==> src/hw/rtl/xcfr_pkg.sv <==
// Shared types and constants of the XOR-checked frame receiver.
`default_nettype none

package xcfr_pkg;

  // Field widths
  localparam int unsigned BYTE_W = 8;
  localparam int unsigned EV_W   = 3;
  localparam int unsigned POS_W  = 9;
  localparam int unsigned LEN_W  = 10;
  localparam int unsigned CLS_W  = 2;
  localparam int unsigned CFG_AW = 2;
  localparam int unsigned CFG_DW = 10;

  // Largest length that fits the frame_length field
  localparam logic [LEN_W-1:0] LEN_SAT = '1;

  // Configuration register indexes
  localparam logic [CFG_AW-1:0] REG_HDR1    = 2'd0;
  localparam logic [CFG_AW-1:0] REG_HDR2    = 2'd1;
  localparam logic [CFG_AW-1:0] REG_VERSION = 2'd2;
  localparam logic [CFG_AW-1:0] REG_LIMIT   = 2'd3;

  // Register reset values
  localparam logic [BYTE_W-1:0] HDR1_RST    = 8'h55;
  localparam logic [BYTE_W-1:0] HDR2_RST    = 8'hAA;
  localparam logic [BYTE_W-1:0] VERSION_RST = 8'h01;
  localparam logic [LEN_W-1:0]  LIMIT_RST   = 10'd512;

  // Command codes with a class of their own
  localparam logic [BYTE_W-1:0] CMD_ACK   = 8'h81;
  localparam logic [BYTE_W-1:0] CMD_CLOUD = 8'h82;

  typedef enum logic [2:0] {
    PH_HDR1,
    PH_HDR2,
    PH_VER,
    PH_CMD,
    PH_LENL,
    PH_LENH,
    PH_PAY,
    PH_CHK
  } phase_t;

  typedef enum logic [EV_W-1:0] {
    EV_NONE    = 3'd0,
    EV_DATA    = 3'd1,
    EV_OK      = 3'd2,
    EV_BADSUM  = 3'd3,
    EV_BADVER  = 3'd4,
    EV_TOOLONG = 3'd5
  } ev_t;

  typedef enum logic [CLS_W-1:0] {
    CLS_OTHER = 2'd0,
    CLS_ACK   = 2'd1,
    CLS_CLOUD = 2'd2
  } cmd_class_t;

  // Register file contents
  typedef struct packed {
    logic [BYTE_W-1:0] hdr1;
    logic [BYTE_W-1:0] hdr2;
    logic [BYTE_W-1:0] version;
    logic [LEN_W-1:0]  limit;
  } cfg_t;

  // One result word
  typedef struct packed {
    ev_t               event_res;
    logic [BYTE_W-1:0] data_byte;
    logic [POS_W-1:0]  byte_position;
    logic [BYTE_W-1:0] frame_command;
    logic [LEN_W-1:0]  frame_length;
    cmd_class_t        command_class;
  } result_t;

  function automatic cmd_class_t class_of(input logic [BYTE_W-1:0] cmd);
    cmd_class_t cls;
    if (cmd == CMD_ACK) begin
      cls = CLS_ACK;
    end else if (cmd == CMD_CLOUD) begin
      cls = CLS_CLOUD;
    end else begin
      cls = CLS_OTHER;
    end
    return cls;
  endfunction

endpackage

`default_nettype wire

==> src/hw/rtl/xcfr_rx_if.sv <==
// Receive byte channel.
`default_nettype none

interface xcfr_rx_if;
  import xcfr_pkg::*;

  logic              valid;
  logic              ready;
  logic [BYTE_W-1:0] rx_byte;

  modport source (output valid, output rx_byte, input ready);
  modport sink   (input valid, input rx_byte, output ready);
endinterface

`default_nettype wire

==> src/hw/rtl/xcfr_res_if.sv <==
// Result channel.
`default_nettype none

interface xcfr_res_if;
  import xcfr_pkg::*;

  logic              valid;
  logic              ready;
  logic [EV_W-1:0]   event_res;
  logic [BYTE_W-1:0] data_byte;
  logic [POS_W-1:0]  byte_position;
  logic [BYTE_W-1:0] frame_command;
  logic [LEN_W-1:0]  frame_length;
  logic [CLS_W-1:0]  command_class;

  modport source (
    output valid, output event_res, output data_byte, output byte_position,
    output frame_command, output frame_length, output command_class,
    input ready
  );
  modport sink (
    input valid, input event_res, input data_byte, input byte_position,
    input frame_command, input frame_length, input command_class,
    output ready
  );
endinterface

`default_nettype wire

==> src/hw/rtl/xcfr_cfg_if.sv <==
// Configuration write channel.
`default_nettype none

interface xcfr_cfg_if;
  import xcfr_pkg::*;

  logic              valid;
  logic              ready;
  logic [CFG_AW-1:0] addr;
  logic [CFG_DW-1:0] data;

  modport source (output valid, output addr, output data, input ready);
  modport sink   (input valid, input addr, input data, output ready);
endinterface

`default_nettype wire

==> src/hw/rtl/xcfr_cfg_regs.sv <==
// Configuration register file.
`default_nettype none

module xcfr_cfg_regs
  import xcfr_pkg::*;
(
  input  wire logic  clk,
  input  wire logic  rst,
  xcfr_cfg_if.sink   cfg,
  output cfg_t       regs
);

  // Writes are always taken
  assign cfg.ready = 1'b1;

  always_ff @(posedge clk) begin
    if (rst) begin
      regs.hdr1    <= HDR1_RST;
      regs.hdr2    <= HDR2_RST;
      regs.version <= VERSION_RST;
      regs.limit   <= LIMIT_RST;
    end else if (cfg.valid) begin
      case (cfg.addr)
        REG_HDR1:    regs.hdr1    <= cfg.data[BYTE_W-1:0];
        REG_HDR2:    regs.hdr2    <= cfg.data[BYTE_W-1:0];
        REG_VERSION: regs.version <= cfg.data[BYTE_W-1:0];
        REG_LIMIT:   regs.limit   <= cfg.data[LEN_W-1:0];
        default: ;
      endcase
    end
  end

endmodule

`default_nettype wire

==> src/hw/rtl/xcfr_parser.sv <==
// Frame parse state and the per-byte decode of one received byte.
`default_nettype none

module xcfr_parser
  import xcfr_pkg::*;
#(
  parameter int unsigned MAX_PAYLOAD = 512
) (
  input  wire logic              clk,
  input  wire logic              rst,
  input  wire logic              step,
  input  wire logic [BYTE_W-1:0] byte_in,
  input  wire cfg_t              regs,
  output result_t                res
);

  // Payload bound set by the field widths and the build limit
  localparam int unsigned LIM_CAP = (MAX_PAYLOAD < 1023) ? MAX_PAYLOAD : 1023;
  localparam int unsigned CNT_W   = $clog2(LIM_CAP + 1);
  localparam logic [LEN_W-1:0] LIM_CAP_V = LEN_W'(LIM_CAP);

  phase_t            phase, phase_next;
  logic [BYTE_W-1:0] command, command_next;
  logic [BYTE_W-1:0] csum, csum_next;
  logic [BYTE_W-1:0] len_lo, len_lo_next;
  logic [LEN_W-1:0]  length, length_next;
  logic [CNT_W-1:0]  count, count_next;

  logic [LEN_W-1:0]    eff_limit;
  logic [2*BYTE_W-1:0] len_full;
  logic [LEN_W:0]      count_inc;
  logic [CNT_W+POS_W-1:0] pos_ext;
  ev_t                 ev;
  logic                framed;

  assign eff_limit = (regs.limit > LIM_CAP_V) ? LIM_CAP_V : regs.limit;
  assign len_full  = {byte_in, len_lo};
  assign count_inc = (LEN_W + 1)'(count) + 1'b1;
  assign pos_ext   = {{POS_W{1'b0}}, count};

  // Next state and event
  always_comb begin
    phase_next   = phase;
    command_next = command;
    csum_next    = csum;
    len_lo_next  = len_lo;
    length_next  = length;
    count_next   = count;
    ev           = EV_NONE;
    case (phase)
      PH_HDR1: begin
        if (byte_in == regs.hdr1) begin
          phase_next = PH_HDR2;
        end
      end
      PH_HDR2: begin
        phase_next = (byte_in == regs.hdr2) ? PH_VER : PH_HDR1;
      end
      PH_VER: begin
        if (byte_in == regs.version) begin
          csum_next  = byte_in;
          phase_next = PH_CMD;
        end else begin
          ev         = EV_BADVER;
          phase_next = PH_HDR1;
        end
      end
      PH_CMD: begin
        command_next = byte_in;
        csum_next    = csum ^ byte_in;
        phase_next   = PH_LENL;
      end
      PH_LENL: begin
        len_lo_next = byte_in;
        csum_next   = csum ^ byte_in;
        phase_next  = PH_LENH;
      end
      PH_LENH: begin
        csum_next   = csum ^ byte_in;
        count_next  = '0;
        // saturate for the report; in range it is exact
        length_next = (len_full > (2*BYTE_W)'(LEN_SAT)) ? LEN_SAT : len_full[LEN_W-1:0];
        if (len_full > (2*BYTE_W)'(eff_limit)) begin
          ev         = EV_TOOLONG;
          phase_next = PH_HDR1;
        end else if (len_full == '0) begin
          phase_next = PH_CHK;
        end else begin
          phase_next = PH_PAY;
        end
      end
      PH_PAY: begin
        csum_next  = csum ^ byte_in;
        count_next = count_inc[CNT_W-1:0];
        ev         = EV_DATA;
        if (count_inc >= {1'b0, length}) begin
          phase_next = PH_CHK;
        end
      end
      PH_CHK: begin
        ev         = (byte_in == csum) ? EV_OK : EV_BADSUM;
        phase_next = PH_HDR1;
      end
      default: begin
        phase_next = PH_HDR1;
      end
    endcase
  end

  // Result word
  always_comb begin
    framed = (ev == EV_DATA) || (ev == EV_OK) || (ev == EV_BADSUM) || (ev == EV_TOOLONG);
    res.event_res     = ev;
    res.data_byte     = (ev == EV_DATA) ? byte_in : '0;
    res.byte_position = (ev == EV_DATA) ? pos_ext[POS_W-1:0] : '0;
    res.frame_command = framed ? command_next : '0;
    res.frame_length  = framed ? length_next : '0;
    res.command_class = framed ? class_of(command_next) : CLS_OTHER;
  end

  // Parse state
  always_ff @(posedge clk) begin
    if (rst) begin
      phase   <= PH_HDR1;
      command <= '0;
      csum    <= '0;
      len_lo  <= '0;
      length  <= '0;
      count   <= '0;
    end else if (step) begin
      phase   <= phase_next;
      command <= command_next;
      csum    <= csum_next;
      len_lo  <= len_lo_next;
      length  <= length_next;
      count   <= count_next;
    end
  end

endmodule

`default_nettype wire

==> src/hw/rtl/xor_checked_frame_receiver_unit.sv <==
// Data path: an accepted byte goes into the input register and moves on into the
// result register once that register is free or its word is being taken.
// Throughput: one byte per cycle while the result channel is not stalled; the
// parse state update is logic between the input register and the result register.
// Reset (rst, synchronous, active high) empties both registers, returns the
// parser to waiting for the first header byte and loads the register defaults.
// Configuration writes are taken in every cycle.
`default_nettype none

module xor_checked_frame_receiver_unit
  import xcfr_pkg::*;
#(
  parameter int unsigned MAX_PAYLOAD = 512
) (
  input  wire logic  clk,
  input  wire logic  rst,
  xcfr_rx_if.sink    rx,
  xcfr_res_if.source res,
  xcfr_cfg_if.sink   cfg
);

  cfg_t              regs;
  logic              in_valid;
  logic [BYTE_W-1:0] in_byte;
  logic              out_valid;
  result_t           out_word;
  result_t           word_next;
  logic              advance;

  xcfr_cfg_regs u_cfg (
    .clk  (clk),
    .rst  (rst),
    .cfg  (cfg),
    .regs (regs)
  );

  xcfr_parser #(
    .MAX_PAYLOAD (MAX_PAYLOAD)
  ) u_parser (
    .clk     (clk),
    .rst     (rst),
    .step    (advance),
    .byte_in (in_byte),
    .regs    (regs),
    .res     (word_next)
  );

  // Handshake: the held byte moves on when the result register frees up
  assign advance  = in_valid && (!out_valid || res.ready);
  assign rx.ready = !in_valid || advance;

  // Input register
  always_ff @(posedge clk) begin
    if (rst) begin
      in_valid <= 1'b0;
    end else if (rx.ready) begin
      in_valid <= rx.valid;
    end
  end

  always_ff @(posedge clk) begin
    if (rx.valid && rx.ready) begin
      in_byte <= rx.rx_byte;
    end
  end

  // Result register
  always_ff @(posedge clk) begin
    if (rst) begin
      out_valid <= 1'b0;
    end else if (advance) begin
      out_valid <= 1'b1;
    end else if (res.ready) begin
      out_valid <= 1'b0;
    end
  end

  always_ff @(posedge clk) begin
    if (advance) begin
      out_word <= word_next;
    end
  end

  assign res.valid         = out_valid;
  assign res.event_res     = out_word.event_res;
  assign res.data_byte     = out_word.data_byte;
  assign res.byte_position = out_word.byte_position;
  assign res.frame_command = out_word.frame_command;
  assign res.frame_length  = out_word.frame_length;
  assign res.command_class = out_word.command_class;

endmodule

`default_nettype wire
==> src/flat_wrapper.sv <==
// flat-port wrapper written by rule: the top's interface ports become plain ports
module xor_checked_frame_receiver_unit_flat import xcfr_pkg::*;
#(
  parameter int unsigned MAX_PAYLOAD = 512
)
  (clk, rst, rx_valid, rx_rx_byte, rx_ready, res_valid, res_event_res, res_data_byte, res_byte_position, res_frame_command, res_frame_length, res_command_class, res_ready, cfg_valid, cfg_addr, cfg_data, cfg_ready);
  xcfr_rx_if rx_i ();
  xcfr_res_if res_i ();
  xcfr_cfg_if cfg_i ();
  input  wire logic clk;
  input  wire logic rst;
  input wire logic [$bits(rx_i.valid)-1:0] rx_valid;
  input wire logic [$bits(rx_i.rx_byte)-1:0] rx_rx_byte;
  output wire logic [$bits(rx_i.ready)-1:0] rx_ready;
  output wire logic [$bits(res_i.valid)-1:0] res_valid;
  output wire logic [$bits(res_i.event_res)-1:0] res_event_res;
  output wire logic [$bits(res_i.data_byte)-1:0] res_data_byte;
  output wire logic [$bits(res_i.byte_position)-1:0] res_byte_position;
  output wire logic [$bits(res_i.frame_command)-1:0] res_frame_command;
  output wire logic [$bits(res_i.frame_length)-1:0] res_frame_length;
  output wire logic [$bits(res_i.command_class)-1:0] res_command_class;
  input wire logic [$bits(res_i.ready)-1:0] res_ready;
  input wire logic [$bits(cfg_i.valid)-1:0] cfg_valid;
  input wire logic [$bits(cfg_i.addr)-1:0] cfg_addr;
  input wire logic [$bits(cfg_i.data)-1:0] cfg_data;
  output wire logic [$bits(cfg_i.ready)-1:0] cfg_ready;
  assign rx_i.valid = rx_valid;
  assign rx_i.rx_byte = rx_rx_byte;
  assign rx_ready = rx_i.ready;
  assign res_valid = res_i.valid;
  assign res_event_res = res_i.event_res;
  assign res_data_byte = res_i.data_byte;
  assign res_byte_position = res_i.byte_position;
  assign res_frame_command = res_i.frame_command;
  assign res_frame_length = res_i.frame_length;
  assign res_command_class = res_i.command_class;
  assign res_i.ready = res_ready;
  assign cfg_i.valid = cfg_valid;
  assign cfg_i.addr = cfg_addr;
  assign cfg_i.data = cfg_data;
  assign cfg_ready = cfg_i.ready;
  xor_checked_frame_receiver_unit #(.MAX_PAYLOAD(MAX_PAYLOAD)) u_core (.clk(clk), .rst(rst), .rx(rx_i), .res(res_i), .cfg(cfg_i));
endmodule
==> config.mk <==
export PLATFORM = sky130hd
export DESIGN_NAME = xor_checked_frame_receiver_unit_flat
export DESIGN_NICKNAME = d
export VERILOG_FILES = /design/src/hw/rtl/xcfr_pkg.sv /design/src/hw/rtl/xcfr_rx_if.sv /design/src/hw/rtl/xcfr_res_if.sv /design/src/hw/rtl/xcfr_cfg_if.sv /design/src/hw/rtl/xcfr_cfg_regs.sv /design/src/hw/rtl/xcfr_parser.sv /design/src/hw/rtl/xor_checked_frame_receiver_unit.sv /design/src/flat_wrapper.sv
export SDC_FILE = /design/constraint.sdc
export NUM_CORES = 1
export LEC_CHECK = 0
export BUFFER_PORTS_ARGS = -buffer_cell sky130_fd_sc_hd__buf_4
export CAP_MARGIN = 20
export CORE_UTILIZATION = 35
export DETAILED_ROUTE_END_ITERATION = 10
export PLACE_DENSITY = 0.6
export SYNTH_ARGS = -nofsm -noshare
export SYNTH_HDL_FRONTEND = slang
export SYNTH_SLANG_ARGS = --single-unit
==> constraint.sdc <==
create_clock -name clk -period 7 [get_ports clk]
set_clock_uncertainty 0.05 [all_clocks]
set_input_delay 1.4 -clock clk [delete_from_list [all_inputs] [get_ports clk]]
set_output_delay 1.4 -clock clk [all_outputs]
set_load 0.02 [all_outputs]
## After elaboration in Yosys (flattened, before gate mapping)

Index checks and enable logic that the tools add are counted.

- Bits in registers: 131
- Input port bits: 25
- Output and inout port bits: 43

- $add $sub $neg: 1
- $lt $le $gt $ge: 4
- Eq/ne operators: 23
- Multiplexer cells: 22
- Bitwise gates (word level): 2
- Reduce and logical (&&, ||, !) cells: 25

Operators with widths:

| operator | number |
|---|---|
| 8-bit equality test | 4 |
| 10-bit two-way mux | 3 |
| 3-bit one-hot mux with 8 select lines | 1 |
| 10-bit one-hot mux with 2 select lines | 1 |
| 8-bit equality test (second input constant) | 2 |
| 16-bit by 10-bit greater-than comparator with 1-bit output | 1 |
| 16-bit by 10-bit greater-than comparator with 1-bit output (second input constant) | 1 |
| 16-bit logical NOT | 1 |
| 8-bit two-way mux | 2 |
| 8-bit one-hot mux with 2 select lines | 1 |
| 3-bit equality test (second input constant) | 5 |
| 3-bit two-way mux | 5 |
| 3-bit by 2-bit equality test with 1-bit output (second input constant) | 4 |
| 3-bit one-hot mux with 4 select lines | 1 |
| 2-bit AND reduction | 6 |
| 10-bit by 1-bit adder with 11-bit output (second input constant) | 1 |
| 11-bit by 10-bit greater-or-equal comparator with 1-bit output | 1 |
| 10-bit greater-than comparator (second input constant) | 1 |
| 8-bit XOR | 1 |
| 3-bit by 1-bit equality test with 1-bit output (second input constant) | 2 |
| 2-bit two-way mux | 3 |
| 2-bit inequality test (second input constant) | 3 |
| 3-bit AND reduction | 2 |
| 2-bit nonzero test | 3 |
| other kinds (11) | 22 |

## Depth between registers and ports, before layout

Gate-level depths: netlist of the first run.

- Depth in word-level cells: 11
- Depth in mapped cells: 12
- Gate-level depth less buffers: 11

## Modules after synthesis

Synthesis of the first run repeated with hierarchy kept, for this count alone.

- Cell total of the unflattened synthesis: 669
- Area, all modules: 6,496.2 um^2

By module, submodules not included:

| module | times used | cells an instance | area each (um^2) | seq. area each (um^2) |
|---|---|---|---|---|
| xcfr_parser | 1 | 473 | 3,544.6 | 940.9 |
| xor_checked_frame_receiver_unit | 1 | 58 | 1,545.2 | 1,481.4 |
| xcfr_cfg_regs | 1 | 138 | 1,406.3 | 680.7 |

## Worst setup path before layout of the first run

OpenSTA, ideal clock, no wires.

- Path kind: in2out
- From: input res_ready
- To: output rx_ready
- Arrival time: 1.770 ns
- Data required time: 5.550 ns
- Path slack: 3.780 ns
- Cell stages on the path: 2
- Path buffers: 0
- Cells stage by stage: nor2b_1 > nand2_1

- Longest elaborated chain between the ends: 3

Ends and longest elaborated chain:

| element | line | source |
|---|---|---|
| start: declaration | flat_wrapper.sv:22 | `input wire logic [$bits(res_i.ready)-1:0] res_ready;` |
| 1-bit logical OR | xor_checked_frame_receiver_unit.sv:49 | `assign advance = in_valid && (!out_valid \|\| res.ready);` |
| 1-bit logical AND | xor_checked_frame_receiver_unit.sv:49 |  |
| 1-bit logical OR | xor_checked_frame_receiver_unit.sv:50 | `assign rx.ready = !in_valid \|\| advance;` |
| end: declaration | flat_wrapper.sv:14 | `output wire logic [$bits(rx_i.ready)-1:0] rx_ready;` |

Every way passes these cells.

## Worst setup path in the final report of the first run

Same ends and word-level chain as after synthesis.

==> impl_metrics.ini, run 1 <==
[run_status]
status = finished, final reports clean

[setup_path]
cpMaxStageDelayCell = nor2b_1
reg2reg_from = u_core.u_cfg.regs[6]
critical_path.startpoint_type = primary input
required_ns = 5.55
critPathMaxStageDelay_ns = 0.21
cp.arrival_ns = 1.98
r2r_end = u_core.res.frame_length[4]
cp_common_cell = buf_4
reg2regPathDepth = 11
reg2reg_slack_ns = 3.77
path_cells = buf_4 -> nor2b_1 -> nand2_1 -> buf_4
worstPathMaxFanout = 4
worstSetupPathType = primary input to primary output
critPathCaptureType = primary output
cp-endpoint = rx_ready
startpoint = res_ready

[final_layout]
layout-drive-gt1-share_pct = 16.80
final_cell_mix = 98 x nor2_1, 83 x dfxtp_1, 81 x nand2_1
diodes = 0
final_common_cell = nor2_1
fin_util_pct = 43.44
fillers = 1676
area_growth_pct = 19.55
nets = 771

[synthesis]
synth_area_leader_cell = dfxtp_1
ys.warnings.count = 0
yosys.area.top_type_share_pct = 26.17
synth-main-ff-cell = dfxtp_1
seq_area_frac_synth_pct = 48.87
synth-edff-count = 48
synthesis.area_um2 = 6350
synth_area_per_cell_um2 = 9.477
syn-num-nets = 716
synth_seq_cells = 131
synthCells = 670
synth.area.top_cells = dfxtp_1 26%, edfxtp_1 23%, nor2_1 5.8%
async_reset_ff_share_pct = 0
synth_cell_types = 63

[cts]
clk_pin_slew_ns = 0.05
clockBufferDepth = 2
cts_buffers = 17
cts_setup_buffers = 0
tritoncts = built
cts_hold_buf = 0
cts.sinks = 131
root_buffer = clkbuf_16
clk_latency_ns = 0.42
ctsResizeCount = 0
cts.htree.levels = 4

[global_routing]
grt_pass1_vias = 4608
grt_overflow_total = 0
grt_pass1_wl_um = 23880
grt_max_degree = 85
antenna_found_initial = 0
grt_use_total_pct = 16.78

[floorplanning]
fp.coreArea_um2 = 17480
chipHeight_um = 136.7
initial_core_util_pct = 36.33
rows = 48
dieArea_um2 = 18690
io_pins = 68
die_x_um = 136.7

[timing]
tns_ns = 0
worstMarginPinSlew_ns = 1.038
drv_slew = 0
slew_headroom_pct = 30.63
period_needed_ns = 3.430
setup_slack_ns = 3.570
period_share_pct = 49.00
rsz0062_at_grt = no
fmax_ghz = 0.2916
hold_viol = 0
setup_viol = 0

[hold_path]
hp-class = flip-flop to flip-flop

[placement]
post-dp-hpwl_um = 10070
gp_congestion = 0.8248
numPortBuffers = 66
pre_cts_ws_ns = 3.291

[detailed_routing]
drt_iter0_markers = 365
drc_errors = 0
drtAntennaViolNets = 0
routed_wl_um = 14690
via_count = 4945
wl_per_cell_um = 15.25
firstDrtPassIters = 5
viasPerCell = 5.135

[run]
cap_violations = 0

[power_and_ir_drop]
p_per_area_nw_per_um2 = 237.1
leakagePower_nw = 2.998
ir_drop_uv = 180.1
[critical path, delay by kind of cell]
kind | cells | cell delay (ns)
buffers and inverters | 2 | 0.27
AND/OR/NAND/NOR | 2 | 0.31
[metrics by stage]
stage	hold slack, ns	area, µm²	power [mW]	std cells
2_1_floorplan	0.3948	6350	0.9051	670
3_3_place_gp	0.4063	7000	0.9501	930
3_5_place_dp	0.4101	7000	0.9527	930
4_1_cts	0.4181	7584	1.819	962
5_1_grt	0.4335	7591	1.866	963
6_report	0.4185	7591	1.800	963
[cells by family after synthesis]
kind of cell	count (synthesis)	synth area share (%)
compound gates	120	12.91
xor+xnor	41	5.655
fa+ha+maj	21	4.138
buf+inv	61	4.236
flops	131	48.87
mux	20	3.153
other cells	1	0.05906
simple gates	275	20.99
[synthesized netlist by cell type (all sizes together) (3+ instances only)]
library cell and instances:
a211o 8, a211oi 14, a21o 5, a21oi 47
a22oi 5, a31oi 16, and3 19, and4 4
buf 17, clkbuf 22, dfxtp 83, edfxtp 48
ha 21, inv 21, mux2i 20, nand2 83
nand3 8, nand3b 12, nand4 9, nor2 98
nor2b 8, nor3 5, nor3b 8, nor4 9
nor4b 3, o21ai 7, o31ai 3, xnor2 17
xor2 24
[power breakdown]
part / total (mW) / leakage [nW] / internal [mW] / switching, mW
registers: 0.822 / 1.13 / 0.809 / 0.0126
clock network: 0.865 / 0.283 / 0.529 / 0.336
logic: 0.114 / 1.58 / 0.0444 / 0.0696
total: 1.80 / 3.00 / 1.38 / 0.418
[state kept, by name, summed over array words and instances, names as in the netlist, 9 cells and up]
signal	count
u_core.u_parser.count	10
u_core.res.frame_length	10
u_core.res.byte_position	9
u_core.u_cfg.regs	34
u_core.u_parser.length	10
[worst min path at each step]
stage | from | endpoint | slack (ns) | cells after the start
after floorplan | u_core.u_cfg.regs[0] | u_core.u_cfg.regs[0] | 0.39 | 2
after global placement | u_core.u_cfg.regs[20] | u_core.u_cfg.regs[20] | 0.41 | 2
after detailed placement | u_core.u_cfg.regs[20] | u_core.u_cfg.regs[20] | 0.41 | 2
after CTS | u_core.u_cfg.regs[20] | u_core.u_cfg.regs[20] | 0.42 | 2
after global routing | u_core.u_cfg.regs[15] | u_core.u_cfg.regs[15] | 0.43 | 2
final | u_core.u_cfg.regs[24] | u_core.u_cfg.regs[24] | 0.42 | 2
[layer usage]
metal	track usage [%]	part of all wire, %	vias to the layer above
li1	-	-	2479
met3	3.000	4.4	22
met4	6.667	1.5	0
met2	26.59	45	121
met1	22.56	49	2323
met5	0	0	-
[final cells by class]
type	count	area [µm²]	share of cell area (%)
clock buffer	18	429.2	5.654
inverter	22	82.58	1.088
multi-input combinational	478	2978	39.23
timing repair buffer	75	563.0	7.417
clock inverter	14	153.9	2.027
tap	225	281.5	3.709
sequential	131	3103	40.88
Note: power is estimated with default switching activity, not from simulation.
==> run 2: changes to the inputs <==
clock period = 3.4 ns   (was 7 ns; I/O delays follow)
==> impl_metrics.ini, run 2 (synthesized netlist as in run 1, its figures left out) <==
[cts]
clk_pin_slew_ns = 0.06
cts.sinks = 131
cts_buffers = 17
tritoncts = built
root_buffer = clkbuf_16
cts_hold_buf = 0
cts.htree.levels = 4
clockBufferDepth = 2
ctsResizeCount = 0
clk_latency_ns = 0.42
cts_setup_buffers = 0

[power_and_ir_drop]
p_per_area_nw_per_um2 = 497.4
ir_drop_uv = 366.5
leakagePower_nw = 3.043

[floorplanning]
dieArea_um2 = 18690
rows = 48
io_pins = 68
chipHeight_um = 136.7
fp.coreArea_um2 = 17480
initial_core_util_pct = 36.33
die_x_um = 136.7

[placement]
dpl_cell_area_um2 = 7053
gp_congestion = 0.8317
pre_cts_ws_ns = 0.4873
post-dp-hpwl_um = 10570
numPortBuffers = 66
place_inst = 937

[final_layout]
fillers = 1682
finalNonFillerCells = 969
fin_area_um2 = 7665
final_cell_mix = 98 x nor2_1, 83 x dfxtp_1, 81 x nand2_1, 81 x buf_4, 48 x edfxtp_1
top_register = u_core.u_cfg.regs
final_common_cell = nor2_1
diodes = 0
area_growth_pct = 20.71
layout-drive-gt1-share_pct = 17.47
nets = 777
largest_reg_flops = 34

[setup_path]
worstSetupPathType = flip-flop to flip-flop
cp.arrival_ns = 3.13
worstPathMaxFanout = 21
critPathCaptureType = flip-flop
critical_path.startpoint_type = flip-flop
required_ns = 3.58
reg2reg_slack_ns = 0.45

[global_routing]
grt_pass1_vias = 4750
grt_max_degree = 85
antenna_found_initial = 0
grt_use_total_pct = 17.01
grt_pass1_wl_um = 24020
grt_overflow_total = 0

[detailed_routing]
wl_per_cell_um = 15.63
viasPerCell = 5.137
firstDrtPassIters = 4
via_count = 4978
drc_errors = 0
drtAntennaViolNets = 0
drt_iter0_markers = 238
routed_wl_um = 15140

[timing]
drv_slew = 0
rsz0062_at_grt = no
setup_viol = 0
setup_slack_ns = 0.4455
period_share_pct = 86.90
period_needed_ns = 2.954
slew_headroom_pct = 41.76
hold_viol = 0
worstMarginPinSlew_ns = 0.8736
fmax_ghz = 0.3385
tns_ns = 0

[run]
cap_violations = 0

[hold_path]
hp-class = primary input to flip-flop

[run_status]
status = finished, final reports clean
## run 2: cell types whose count changed in the layout (fill, tap and decap cells not counted), sizes merged
cell | previous run | this run
bufinv | 2 | 3
clkinvlp | 2 | 1
buf | 75 | 81
## run 2: per-stage QoR
| step | power, mW | hold WS, ns | utilization, % |
|---|---|---|---|
| after global placement | 1.960 | 0.4066 | 40.36 |
| after CTS | 3.851 | 0.3666 | 43.86 |
| after global routing | 3.936 | 0.3614 | 43.86 |
| final | 3.813 | 0.3797 | 43.86 |
| after floorplan | 1.863 | 0.3948 | - |
| after detailed placement | 1.966 | 0.4117 | 40.36 |
## run 2: metal layers
metal,wire length (µm),track usage (%)
met1,7090,21.93
met2,7050,27.83
met3,825,3.815
met4,176,6.049
met5,0,0
## run 2: report_power, final
group / switching, mW / internal [mW]
clock network: 0.701 / 1.18
registers: 0.0226 / 1.67
logic: 0.150 / 0.0943
## run 2: path summary, 6_finish.rpt
path,end,start,cells past startpoint
worst min register to register,u_core.u_cfg.regs[14],u_core.u_cfg.regs[14],2
worst min-delay path,u_core.in_byte[2],rx_rx_byte[2],1
worst max-delay path,u_core.res.command_class[1],u_core.u_cfg.regs[5],12
worst max register to register,u_core.res.command_class[1],u_core.u_cfg.regs[5],12
## run 2: worst max-delay path, stage by stage (launching register included)
cell	delay (ns)
dfxtp_1	0.32
nor4_1	0.27
nand2_1	0.08
o41ai_1	0.33
nand2_1	0.11
ha_1	0.31
nand4_1	0.13
nor3_1	0.07
o21bai_1	0.20
o311ai_1	0.14
a21o_1	0.21
buf_4	0.21
nor4b_1	0.33
## run 2: layout make-up
cell class / instances / area (µm²) / share of cell area [%]
multi-input cells: 478 / 2978 / 38.85
clock inverters: 14 / 172.7 / 2.253
repair buffers: 81 / 608.1 / 7.933
well taps: 225 / 281.5 / 3.673
clock buffers: 18 / 439.2 / 5.730
flip-flops and latches: 131 / 3103 / 40.48
inverters: 22 / 82.58 / 1.077
==> run 3: changes to the inputs <==
SYNTH_HIERARCHICAL = 1   (was unset)
==> impl_metrics.ini, run 3 <==
[run_status]
status = finished, violations left
failed_checks = design-rule violations

[floorplanning]
io_pins = 68
initial_core_util_pct = 35.92
fp.coreArea_um2 = 18090
chipHeight_um = 138.2
dieArea_um2 = 19110
die_x_um = 138.2
rows = 49

[power_and_ir_drop]
pwr-share-seq_pct = 46.4
pwr-share-comb_pct = 7.1
p_per_area_nw_per_um2 = 466.3
leakagePower_nw = 2.959
p_sw_mw = 0.8707
power_mw = 3.631
p_sw_share_pct = 23.98
p_int_mw = 2.760
clock_power_share_pct = 46.4
ir_drop_uv = 364.6

[placement]
post-dp-hpwl_um = 10600
place_inst = 938
gp_congestion = 0.8722
numPortBuffers = 66
dpl_cell_area_um2 = 7222
pre_cts_ws_ns = 0.2645

[setup_path]
critical_path.startpoint_type = flip-flop
r2r_end = u_core/res.frame_length[4]
reg2reg_from = u_core/u_cfg/regs[5]
cp-endpoint = u_core/res.frame_length[4]
worstPathMaxFanout = 19
reg2reg_slack_ns = 0.34
critPathCaptureType = flip-flop
reg2regPathDepth = 11
cp.arrival_ns = 3.16
required_ns = 3.51
worstSetupPathType = flip-flop to flip-flop
startpoint = u_core/u_cfg/regs[5]

[synthesis]
netlist_top_cells_count = 91 x nor2_1, 83 x dfxtp_1, 48 x edfxtp_1, 43 x mux2i_1, 38 x nand2b_1
seq_area_frac_synth_pct = 47.77
async_reset_ff_share_pct = 0
synth-main-ff-cell = dfxtp_1
syn-num-nets = 715
synth_cell_types = 56
synth-edff-count = 48
ys.warnings.count = 6
synthesis.area_um2 = 6496
synth_area_leader_cell = dfxtp_1
synthCells = 669
synth_seq_cells = 131
synth.area.top_cells = dfxtp_1 26%, edfxtp_1 22%, mux2i_1 6.6%
synth_area_per_cell_um2 = 9.710
yosys.area.top_type_share_pct = 25.58
synth_most_common_cell = nor2_1

[final_layout]
seqCellArea_um2 = 3103
area_growth_pct = 19.86
diodes = 0
top_register = u_core/u_cfg/regs
finalNonFillerCells = 971
fin_util_pct = 43.05
multi_input_area_um2 = 3131
largest_reg_flops = 34
layout-drive-gt1-share_pct = 16.44
final_cell_mix = 91 x nor2_1, 83 x dfxtp_1, 81 x buf_4
fin_area_um2 = 7786
fillers = 1740
final_common_cell = nor2_1
nets = 775

[global_routing]
grt.busiest_layer = met2
grt_overflow_total = 0
grt_max_degree = 103
grtUsageMet1_pct = 22.00
grtUsageMet2_pct = 27.66
antenna_found_initial = 0
grt_pass1_wl_um = 25610
grt_pass1_vias = 4987
gr-usage-met3_pct = 4.330
grt_use_total_pct = 17.10

[cts]
cts_buffers = 17
cts.sinks = 131
cts_setup_buffers = 0
tritoncts = built
clk_latency_ns = 0.42
clk_pin_slew_ns = 0.06
root_buffer = clkbuf_16
cts.htree.levels = 4
ctsResizeCount = 0
clockBufferDepth = 2
cts_hold_buf = 0

[timing]
slew_headroom_pct = 35.72
setup_slack_ns = 0.3431
hold_viol = 0
drv_slew = 0
period_share_pct = 89.91
worstMarginPinSlew_ns = 0.9642
setup_viol = 0
holdWs_ns = 0.3821
tns_ns = 0
fmax_ghz = 0.3271
period_needed_ns = 3.057
rsz0062_at_grt = no

[hold_path]
hp-class = primary input to flip-flop

[run]
cap_violations = 0

[detailed_routing]
drt_iter0_markers = 304
drc_errors = 13
viasPerCell = 5.225
drtAntennaViolNets = 0
routed_wl_um = 15570
via_count = 5073
wl_per_cell_um = 16.04
firstDrtPassIters = 10
==> run 3: layout make-up <==
cell class,count,area share (%)
Timing Repair Buffer,82,8.067
Sequential cell,131,39.85
Inverter,25,1.205
Clock inverter,15,1.527
Multi-Input combinational cell,472,40.21
Clock buffer,17,5.464
Tap cell,229,3.680
==> run 3: kinds of logic after synthesis <==
kind of cell,count (synthesis),synth area share (%)
other cells,1,0.05773
buf+inv,66,4.141
flops,131,47.77
compound gates,103,10.98
mux,43,6.626
fa+ha+maj,21,4.045
xor+xnor,41,5.528
simple gates,263,20.86
==> run 3: worst max-delay path: stages, from the launching register on <==
cell and delay (ns):
dfxtp_1 0.32, nor4_1 0.27, nand2_1 0.10, o41ai_1 0.45
nand2_1 0.15, ha_1 0.33, nand4_1 0.12, o31ai_1 0.40
a221oi_2 0.17, o21ai_4 0.19, buf_12 0.18, a211oi_1 0.06
==> run 3: worst min path at each step <==
stage | cells past startpoint | startpoint | slack [ns] | endpoint
2_1_floorplan | 2 | u_core/u_parser/command[2] | 0.39 | u_core/u_parser/command[2]
3_3_place_gp | 2 | u_core/u_parser/command[7] | 0.39 | u_core/u_parser/command[7]
3_5_place_dp | 2 | u_core/u_parser/command[7] | 0.40 | u_core/u_parser/command[7]
4_1_cts | 1 | rx_rx_byte[7] | 0.37 | u_core/in_byte[7]
5_1_grt | 1 | rx_rx_byte[2] | 0.36 | u_core/in_byte[2]
6_report | 1 | rx_rx_byte[4] | 0.38 | u_core/in_byte[4]
==> run 3: power groups by stage <==
stage	Combinational (mW)	Clock (mW)	Sequential, mW
final	0.259	1.69	1.69
after global routing	0.279	1.79	1.69
after CTS	0.260	1.72	1.69
after detailed placement	0.259	0	1.72
after global placement	0.254	0	1.72
after floorplan	0.131	0	1.74
==> run 3: per-layer routing <==
layer	routed length, µm	part of all wire [%]
met5	0	0
met3	846	5.4
met4	246	1.6
met1	7096	46
met2	7385	47
